### src/hwt_pkg.sv
// ----------------------------------------------------------------------------
// HTML word tokenizer package
// Shared types, character codes and keyword lookups for the tokenizer.
// ----------------------------------------------------------------------------
package hwt_pkg;

	localparam int DEPTH_W = 16;
	localparam int LEN_W   = 3;
	localparam int CHAR_W  = 7;

	localparam logic signed [DEPTH_W-1:0] DEPTH_MAX = 16'sh7FFF;
	localparam logic signed [DEPTH_W-1:0] DEPTH_MIN = 16'sh8000;
	localparam logic signed [DEPTH_W-1:0] DEPTH_ZERO = 16'sh0000;

	localparam logic [7:0] CH_LT      = 8'h3C;  // '<'
	localparam logic [7:0] CH_GT      = 8'h3E;  // '>'
	localparam logic [7:0] CH_UPPER_A = 8'h41;  // 'A'
	localparam logic [7:0] CH_UPPER_Z = 8'h5A;
	localparam logic [7:0] CH_LOWER_A = 8'h61;  // 'a'
	localparam logic [7:0] CH_LOWER_Z = 8'h7A;
	localparam logic [7:0] CH_DIGIT_0 = 8'h30;
	localparam logic [7:0] CH_DIGIT_9 = 8'h39;

	localparam logic [LEN_W-1:0] LEN_STYLE  = 3'd5;
	localparam logic [LEN_W-1:0] LEN_SCRIPT = 3'd6;
	localparam logic [LEN_W-1:0] LEN_MAX    = 3'd7;

	typedef struct packed {
		logic signed [DEPTH_W-1:0] tag_depth;
		logic                      skip_text;
		logic [LEN_W-1:0]          word_length;
		logic                      style_prefix_ok;
		logic                      script_prefix_ok;
	} hwt_state_t;

	localparam hwt_state_t STATE_RESET = '{
		tag_depth:        DEPTH_ZERO,
		skip_text:        1'b0,
		word_length:      '0,
		style_prefix_ok:  1'b1,
		script_prefix_ok: 1'b1
	};

	typedef struct packed {
		logic              valid;
		logic [CHAR_W-1:0] word_char;
		logic              word_end;
	} hwt_result_t;

	// Letter of "style" at a position; zero past its end never matches a word byte.
	function automatic logic [CHAR_W-1:0] style_char(input logic [LEN_W-1:0] pos);
		logic [CHAR_W-1:0] ch;
		unique case (pos)
			3'd0:    ch = 7'h73;  // s
			3'd1:    ch = 7'h74;  // t
			3'd2:    ch = 7'h79;  // y
			3'd3:    ch = 7'h6C;  // l
			3'd4:    ch = 7'h65;  // e
			default: ch = 7'h00;
		endcase
		return ch;
	endfunction

	// Letter of "script" at a position.
	function automatic logic [CHAR_W-1:0] script_char(input logic [LEN_W-1:0] pos);
		logic [CHAR_W-1:0] ch;
		unique case (pos)
			3'd0:    ch = 7'h73;  // s
			3'd1:    ch = 7'h63;  // c
			3'd2:    ch = 7'h72;  // r
			3'd3:    ch = 7'h69;  // i
			3'd4:    ch = 7'h70;  // p
			3'd5:    ch = 7'h74;  // t
			default: ch = 7'h00;
		endcase
		return ch;
	endfunction

endpackage

### src/hwt_step.sv
// ----------------------------------------------------------------------------
// HTML word tokenizer step logic
// Computes the next tokenizer state and the optional result for one byte.
// ----------------------------------------------------------------------------
module hwt_step import hwt_pkg::*; (
	input  logic [7:0]  text_byte,
	input  logic        doc_end,
	input  hwt_state_t  cur,
	output hwt_state_t  nxt,
	output hwt_result_t res
);

	logic              is_lower;
	logic              is_upper;
	logic              is_digit;
	logic              emitted;
	logic [7:0]        folded;
	logic [CHAR_W-1:0] ch;

	assign is_lower = (text_byte >= CH_LOWER_A) && (text_byte <= CH_LOWER_Z);
	assign is_upper = (text_byte >= CH_UPPER_A) && (text_byte <= CH_UPPER_Z);
	assign is_digit = (text_byte >= CH_DIGIT_0) && (text_byte <= CH_DIGIT_9);
	assign folded   = is_upper ? (text_byte - CH_UPPER_A + CH_LOWER_A) : text_byte;
	assign ch       = folded[CHAR_W-1:0];
	assign emitted  = (cur.tag_depth == DEPTH_ZERO) && !cur.skip_text;

	always_comb begin
		nxt = cur;
		res = '0;
		if (doc_end) begin
			// Flush a pending visible word, then start over.
			res.valid    = (cur.word_length != '0) && emitted;
			res.word_end = 1'b1;
			nxt          = STATE_RESET;
		end else if (is_lower || is_upper || is_digit) begin
			if (cur.word_length >= LEN_STYLE || style_char(cur.word_length) != ch) begin
				nxt.style_prefix_ok = 1'b0;
			end
			if (cur.word_length >= LEN_SCRIPT || script_char(cur.word_length) != ch) begin
				nxt.script_prefix_ok = 1'b0;
			end
			if (cur.word_length != LEN_MAX) begin
				nxt.word_length = cur.word_length + 3'd1;
			end
			res.valid     = emitted;
			res.word_char = ch;
		end else begin
			if (cur.tag_depth == DEPTH_ZERO) begin
				res.valid    = (cur.word_length != '0) && !cur.skip_text;
				res.word_end = 1'b1;
			end else if ((cur.style_prefix_ok && cur.word_length == LEN_STYLE) ||
					(cur.script_prefix_ok && cur.word_length == LEN_SCRIPT)) begin
				nxt.skip_text = 1'b1;
			end
			if (text_byte == CH_LT) begin
				if (cur.tag_depth != DEPTH_MAX) begin
					nxt.tag_depth = cur.tag_depth + 16'sd1;
				end
				nxt.skip_text = 1'b0;
			end else if (text_byte == CH_GT) begin
				if (cur.tag_depth != DEPTH_MIN) begin
					nxt.tag_depth = cur.tag_depth - 16'sd1;
				end
			end
			nxt.word_length      = '0;
			nxt.style_prefix_ok  = 1'b1;
			nxt.script_prefix_ok = 1'b1;
		end
	end

endmodule

### src/hwt_out_reg.sv
// ----------------------------------------------------------------------------
// HTML word tokenizer output register
// Holds one result until the downstream side takes it.
// ----------------------------------------------------------------------------
module hwt_out_reg import hwt_pkg::*; (
	input  logic              clk,
	input  logic              arst_n,
	input  hwt_result_t       res,
	output logic              take,
	output logic              out_valid,
	input  logic              out_ready,
	output logic [CHAR_W-1:0] word_char,
	output logic              word_end
);

	logic              valid_q;
	logic [CHAR_W-1:0] char_q;
	logic              end_q;

	// The register can load whenever it is empty or being drained.
	assign take = !valid_q || out_ready;

	always_ff @(posedge clk or negedge arst_n) begin
		if (!arst_n) begin
			valid_q <= 1'b0;
		end else if (take) begin
			valid_q <= res.valid;
		end
	end

	always_ff @(posedge clk) begin
		if (take && res.valid) begin
			char_q <= res.word_char;
			end_q  <= res.word_end;
		end
	end

	assign out_valid = valid_q;
	assign word_char = char_q;
	assign word_end  = end_q;

endmodule

### src/html_word_tokenizer.sv
// ----------------------------------------------------------------------------
// HTML word tokenizer
// Streams lowercased words found outside tags, one byte per transaction.
// ----------------------------------------------------------------------------
//  Channel | Direction | Handshake            | Payload
//  --------+-----------+----------------------+--------------------------------
//  input   | in        | in_valid / in_ready  | text_byte[7:0], doc_end
//  output  | out       | out_valid / out_ready| word_char[6:0], word_end
//
// Each input transaction is captured in an input register (_s1). From there
// the step logic reads that byte and the tokenizer state, updates the
// state and loads at most one result into the output register, so one byte
// per cycle is sustained while out_ready stays high. A byte that yields no
// result still passes through the same stage.
// A stall on the output holds the input register, and in_ready then follows
// out_ready. Reset empties both registers and returns the state to its
// initial values (depth zero, no skipping, no word pending).
module html_word_tokenizer import hwt_pkg::*; (
	input  logic              clk,
	input  logic              arst_n,
	input  logic              in_valid,
	output logic              in_ready,
	input  logic [7:0]        text_byte,
	input  logic              doc_end,
	output logic              out_valid,
	input  logic              out_ready,
	output logic [CHAR_W-1:0] word_char,
	output logic              word_end
);

	// Input register.
	logic        valid_s1;
	logic [7:0]  byte_s1;
	logic        doc_end_s1;

	// Tokenizer state, committed when the captured byte is processed.
	hwt_state_t  state_q;
	hwt_state_t  state_nxt;

	hwt_result_t step_res;
	hwt_result_t out_res;
	logic        take;
	logic        advance;

	// The captured byte is consumed whenever the output register can load.
	assign advance  = valid_s1 && take;
	assign in_ready = !valid_s1 || take;

	always_ff @(posedge clk or negedge arst_n) begin
		if (!arst_n) begin
			valid_s1 <= 1'b0;
		end else if (in_ready) begin
			valid_s1 <= in_valid;
		end
	end

	always_ff @(posedge clk) begin
		if (in_ready && in_valid) begin
			byte_s1    <= text_byte;
			doc_end_s1 <= doc_end;
		end
	end

	always_ff @(posedge clk or negedge arst_n) begin
		if (!arst_n) begin
			state_q <= STATE_RESET;
		end else if (advance) begin
			state_q <= state_nxt;
		end
	end

	hwt_step u_step (
		.text_byte (byte_s1),
		.doc_end   (doc_end_s1),
		.cur       (state_q),
		.nxt       (state_nxt),
		.res       (step_res)
	);

	// Only a byte that is actually present may produce a result.
	always_comb begin
		out_res       = step_res;
		out_res.valid = step_res.valid && valid_s1;
	end

	hwt_out_reg u_out_reg (
		.clk       (clk),
		.arst_n    (arst_n),
		.res       (out_res),
		.take      (take),
		.out_valid (out_valid),
		.out_ready (out_ready),
		.word_char (word_char),
		.word_end  (word_end)
	);

endmodule
### config.mk
export PLATFORM = sky130hd
export DESIGN_NAME = html_word_tokenizer
export DESIGN_NICKNAME = d
export VERILOG_FILES = /design/src/hwt_pkg.sv /design/src/hwt_step.sv /design/src/hwt_out_reg.sv /design/src/html_word_tokenizer.sv
export SDC_FILE = /design/constraint.sdc
export NUM_CORES = 1
export LEC_CHECK = 0
export ABC_AREA = 1
export BUFFER_PORTS_ARGS = -buffer_cell sky130_fd_sc_hd__buf_2
export CAP_MARGIN = 20
export CORE_MARGIN = 2
export CORE_UTILIZATION = 60
export CTS_BUF_LIST = sky130_fd_sc_hd__clkbuf_16
export CTS_CLUSTER_SIZE = 16
export DETAILED_ROUTE_END_ITERATION = 16
export GPL_ROUTABILITY_DRIVEN = 0
export PLACE_DENSITY = 0.89
export SLEW_MARGIN = 20
export SYNTH_ARGS = -nofsm -noshare
export SYNTH_HDL_FRONTEND = slang
export SYNTH_SLANG_ARGS = --single-unit
### constraint.sdc
create_clock -name clk -period 4 [get_ports clk]
set_input_delay 0.4 -clock clk [delete_from_list [all_inputs] [get_ports clk]]
set_output_delay 0.4 -clock clk [all_outputs]
set_load 0.02 [all_outputs]
Word-level counts from Yosys, hierarchy flattened:

Index checks and enable logic that the tools add are counted.

* $add $sub $neg: 5
* $lt $le $gt $ge: 8
* equal/unequal tests: 19
* mux-type cells: 25
* bitwise gates (word level): 1
* reductions and logical operators: 34

Operators by type and width (count)
* $mux W16: 4
* $pmux W7 S6: 1
* $mux W7: 5
* $pmux W7 S5: 1
* $ne A16 B16 Y1 const B: 2
* $mux W22: 1
* $ne A3 B3 Y1 const B: 6
* $mux W17: 1
* $add A16 B2 Y16 const B: 1
* $eq A8 B6 Y1 const B: 2
* $ge A8 B7 Y1 const B: 2
* $le A8 B7 Y1 const B: 2
* $logic_not A16 Y1: 1
* $sub A16 B2 Y16 const B: 1
* $ne A7 B7 Y1: 2
* $logic_and A1 B1 Y1: 12
* $reduce_bool A3 Y1: 4
* $mux W1: 10
* $eq A3 B3 Y1 const B: 3
* $ge A8 B6 Y1 const B: 1
* $le A8 B6 Y1 const B: 1
* $add A7 B7 Y7 const B: 1
* $logic_or A1 B1 Y1: 7
* $sub A7 B7 Y7 const B: 1
* other kinds (14): 20

* register bits: 41

Depth between registers and ports, before layout:

* depth after elaboration: 11
* depth in mapped cells: 15
* depth with buffers taken out: 15

Hierarchy:

Synthesis repeated with hierarchy kept, for this count alone.

* cell total of the unflattened synthesis: 522
* area, all modules: 3357.0 sq um

By module, submodules not included
* hwt_step: instances 1, cells an instance 395, area each 1871.8 sq um, seq. area each 0.0 sq um
* html_word_tokenizer: instances 1, cells an instance 113, area each 1199.9 sq um, seq. area each 848.3 sq um
* hwt_out_reg: instances 1, cells an instance 14, area each 285.3 sq um, seq. area each 265.3 sq um

Worst setup path before layout:

Ideal clock, no wire load.

* path kind: register to register
* start point: register byte_s1[6]
* end point: register state_q[20] (netlist bit)
* library setup time: 124 ps
* arrival: 2505 ps
* setup slack: 1372 ps
* stages on the path, launching flop included: 14
* buffers on the path: 0
* cells stage by stage: edfxtp_1 > inv_1 > nand4_1 > nor3_4 > inv_1 > ha_1 > nand2_1 > o21ai_0 > nand2_1 > nand2_1 > nand3_1 > nand2_1 > xor2_1 > o21ai_1

* longest elaborated chain between the ends: 6
* elaborated cells on any way between the ends: 21
* those cells by class: 6 x order compare; 4 x eq/ne; 3 x mux; 8 x reduce/logical

RTL lines
* start, declared: RTL line html_word_tokenizer.sv:33 `logic [7:0] byte_s1;`
* start signal, assigned: RTL line html_word_tokenizer.sv:59 `byte_s1 <= text_byte;`
* $ge A8 B7 Y1 (tied with other cells): RTL line hwt_step.sv:20 `assign is_lower = (text_byte >= CH_LOWER_A) && (text_byte <= CH_LOWER_Z);`
* $logic_and A1 B1 Y1 (on tied branches): RTL line hwt_step.sv:20, hwt_step.sv:21
* $logic_or A1 B1 Y1 (2 in series): RTL line hwt_step.sv:35 `end else if (is_lower || is_upper || is_digit) begin`
* $ne A2 B2 Y1 (no source line)
* $reduce_and A5 Y1 (no source line)
* end signal, assigned: RTL line html_word_tokenizer.sv:68 `state_q <= state_nxt;`
* end, declared: RTL line html_word_tokenizer.sv:37 `hwt_state_t state_q;`

Several ways; a longest one is shown, not always the timed one. The select of a mux whose other input is x is not followed.
A chain may end at the register's enable or synchronous reset.

Worst setup path in the final report:

Ends and elaborated chain as after synthesis.

==> run_results.csv <==
group,metric,value,unit
timing,fin_setup_tns,0,ps
synthesis,ys_top_cells_by_count,"nand2_1, nor2_1, inv_1, nand3_1, a21oi_1",
synthesis,synth_top_family_by_area,"simple AND/OR/NAND/NOR gates",
global_routing,grt_pass1_vias,2510,
worst_setup_path,crit_chain,"inv_1, nand4_1, nor3_4, inv_1, ha_1, nand2_1, o21ai_0, nand2_1, nand2_1, nand3_1, nand2_1, xor2_1, o21ai_1",
global_routing,grt_max_degree,25,
cells_and_area,fin_cells,473,
synthesis,synth_fp_nets,418,
flow_run,maxCapViolCount,0,
cts,ctsLongestPathBuffers,2,
synthesis,muxShareOfSynthArea,0,%
power_and_ir_drop,power.total,2.08,mW
synthesis,synth-xor-area-share,4.70,%
floorplanning,io_pins,23,
synthesis,async_flop_share,58.5,%
routing,postRouteWirelength,6760,um
routing,viasPerCell,5.72,
status,outcome,"finished clean",
synthesis,syn-instance-count,382,
cts,insertion_delay,290,ps
worst_setup_path,cpMaxStageDelayCell,"ha_1",
synthesis,yosysMostFrequentCell,"nand2_1",
power_and_ir_drop,sw_frac_of_total,42.4,%
power_and_ir_drop,power_density,635,mW/mm2
power_and_ir_drop,pwr-share-seq,29.0,%
timing,period_minus_slack,3170,ps
synthesis,synthTopCellsByArea,"dfrtp_1, edfxtp_1, nand2_1",
synthesis,ys_seq_area_share,37.3,%
timing,drv_slew,0,
routing,vias,2706,
cts,htree_levels,2,
power_and_ir_drop,internal_power,1.20,mW
synthesis,synth_compound_area_share,12.9,%
cts,cts_made_buffers,5,
worst_setup_path,timing.critical_path.mode_cell,"nand2_1",
synthesis,ys_seq_elements,41,
worst_setup_path,crit_fanout,14,
worst_setup_path,startpoint_type,"flip-flop",
power_and_ir_drop,vdd_drop_max,0.476,mV
worst_setup_path,critPathKind,"flip-flop to flip-flop",
placement,place_area,0.00312,mm2
synthesis,syn_avg_cell_area,7.81,um2
timing,setup_viol,0,
synthesis,synth.distinct_cells,34,
synthesis,yosys.area.top_type,"dfrtp_1",
worst_setup_path,cp_top_family,"simple AND/OR/NAND/NOR gates",
timing,rsz0062_at_grt,"false",
cts,root_buffer,"clkbuf_16",
cells_and_area,area_growth,10.1,%
placement,dp_slack,842,ps
power_and_ir_drop,p_sw,884,uW
timing,fmax,0.316,GHz
routing,wl_per_cell,14.3,um
floorplanning,die_area,0.00555,mm2
floorplanning,die_x,74.5,um
cells_and_area,multi_input_area,0.00169,mm2
cts,cts_tree,"yes",
cells_and_area,seq_area,0.00111,mm2
synthesis,synthFlopType,"dfrtp_1",
cts,cts_resized,0,
global_routing,grt_usage,26.6,%
timing,finalWorstSetupSlack,835,ps
synthesis,ys_warn_count,0,
global_routing,grt_pass1_wl,11300,um
routing,dr.pass1.iters,5,
cells_and_area,post-route-cell-area,0.00328,mm2
timing,clock_skew,5.09,ps
floorplanning,row_count,25,
placement,post-place-cells,465,
timing,layout_worst_path_cycle_share,79.1,%
worst_setup_path,cp.buffers_inverters,2,
global_routing,grt_overflow,0,
routing,drc,0,
synthesis,synthAdderAreaFrac,9.90,%
cts,clkTransAtPathRegs,60,ps
cts,ctsHoldBuffers,0,
floorplanning,die_h,74.5,um
synthesis,syn_area,0.00298,mm2
placement,placement.io_buffers,22,
routing,drt_first_iter_violations,232,
cts,postCtsSetupBuffers,0,
routing,ant_nets,0,
worst_setup_path,crit_arrival,3320,ps
placement,hpwl,5050,um
floorplanning,core,0.00475,mm2
cells_and_area,drive_gt1_share,13.1,%
worst_setup_path,required,4150,ps
global_routing,antenna_found_initial,0,
floorplanning,start_util,62.7,%
timing,timing_hold_violations_final,0,
timing,slew_headroom,61.3,%
synthesis,synth_edf_count,17,
power_and_ir_drop,combPwrFrac,48.9,%
synthesis,synthSimpleGateAreaFrac,29.1,%
worst_setup_path,slowest_delay,480,ps
timing,worst_pin_slew,579,ps
cells_and_area,n_antenna_cell,0,
power_and_ir_drop,power_frac_clock,22.1,%
synthesis,synth_top_cell_area_share,18.5,%
min_path,hp-class,"primary input to async pin",
cells_and_area,final_nets,441,
worst_setup_path,endpoint_kind,"flip-flop",
cts,clkSinkCount,41,
cells_and_area,nFillCells,377,
power_and_ir_drop,leakage,1.60,nW
-- power by group through the flow --
stage               Sequential, mW  Combinational, mW  Clock [mW]
floorplan                    0.579              0.816           0
global placement             0.604              0.968           0
detailed placement           0.606               1.00           0
CTS                          0.601               1.01       0.464
global route                 0.613               1.14       0.481
finish                       0.604               1.02       0.461
-- per-stage QoR --
step	hold WS [ps]	util, %
3_5_place_dp	420	65.6
2_1_floorplan	104	-
4_1_cts	118	69.1
6_report	99.2	69.1
3_3_place_gp	414	65.6
5_1_grt	145	69.1
-- worst paths after layout --
kind	depth (start not counted)	start	slack, ps	end
worst min register to register	2	state_q[0]	470	state_q[0]
max in group asynchronous	1	arst_n	3520	state_q[10]
worst max-delay path	13	byte_s1[6]	830	state_q[20]
worst min-delay path	1	arst_n	100	u_out_reg.out_valid
min in group clk	1	text_byte[5]	280	byte_s1[5]
worst max register to register	13	byte_s1[6]	830	state_q[20]
-- area by class of cell --
class | instances | area share, %
clock inverters | 3 | 1.30
multi-input cells | 303 | 51.4
flip-flops and latches | 41 | 33.9
repair buffers | 22 | 3.35
inverters | 32 | 3.66
well taps | 67 | 2.55
clock buffers | 5 | 3.81
-- sequential cells by signal, summed over array words and instances, names as in the netlist --
name and flops:
state_q 22, u_out_reg.word_char 7, u_out_reg.word_end 1, doc_end_s1 1, byte_s1 8, valid_s1 1
u_out_reg.out_valid 1
-- layout by cell type, fill, tap and decap left out, types with 5 or more instances in the layout --
cell and instances:
a21oi_1 23, o21ai_0 22, nor3_1 7, clkbuf_16 5
ha_1 22, nand3_1 27, nor2_1 37, nand2_1 107
nand4_1 10, o21ai_2 10, xor2_1 9, edfxtp_1 17
inv_1 32, xnor2_1 7, buf_2 22, dfrtp_1 22
-- kinds of logic after synthesis --
kind of cell / count (synthesis)
adders and majority gates: 23
AOI/OAI and AO/OA: 65
xor gates and xnor gates: 16
and+or+nand+nor: 199
DFF: 41
buffers and inverters: 38
-- per-layer routing --
| metal | global-route usage (%) | share of wire, % | wire length [um] | up-vias |
|---|---|---|---|---|
| li1 | - | - | - | 1334 |
| met1 | 34.7 | 44 | 2950 | 1253 |
| met2 | 43.8 | 48 | 3270 | 107 |
| met3 | 5.01 | 6.2 | 416 | 12 |
| met4 | 10.5 | 1.8 | 125 | 0 |
| met5 | 0 | 0 | 0 | - |
Power figures use the tool's default switching activity.
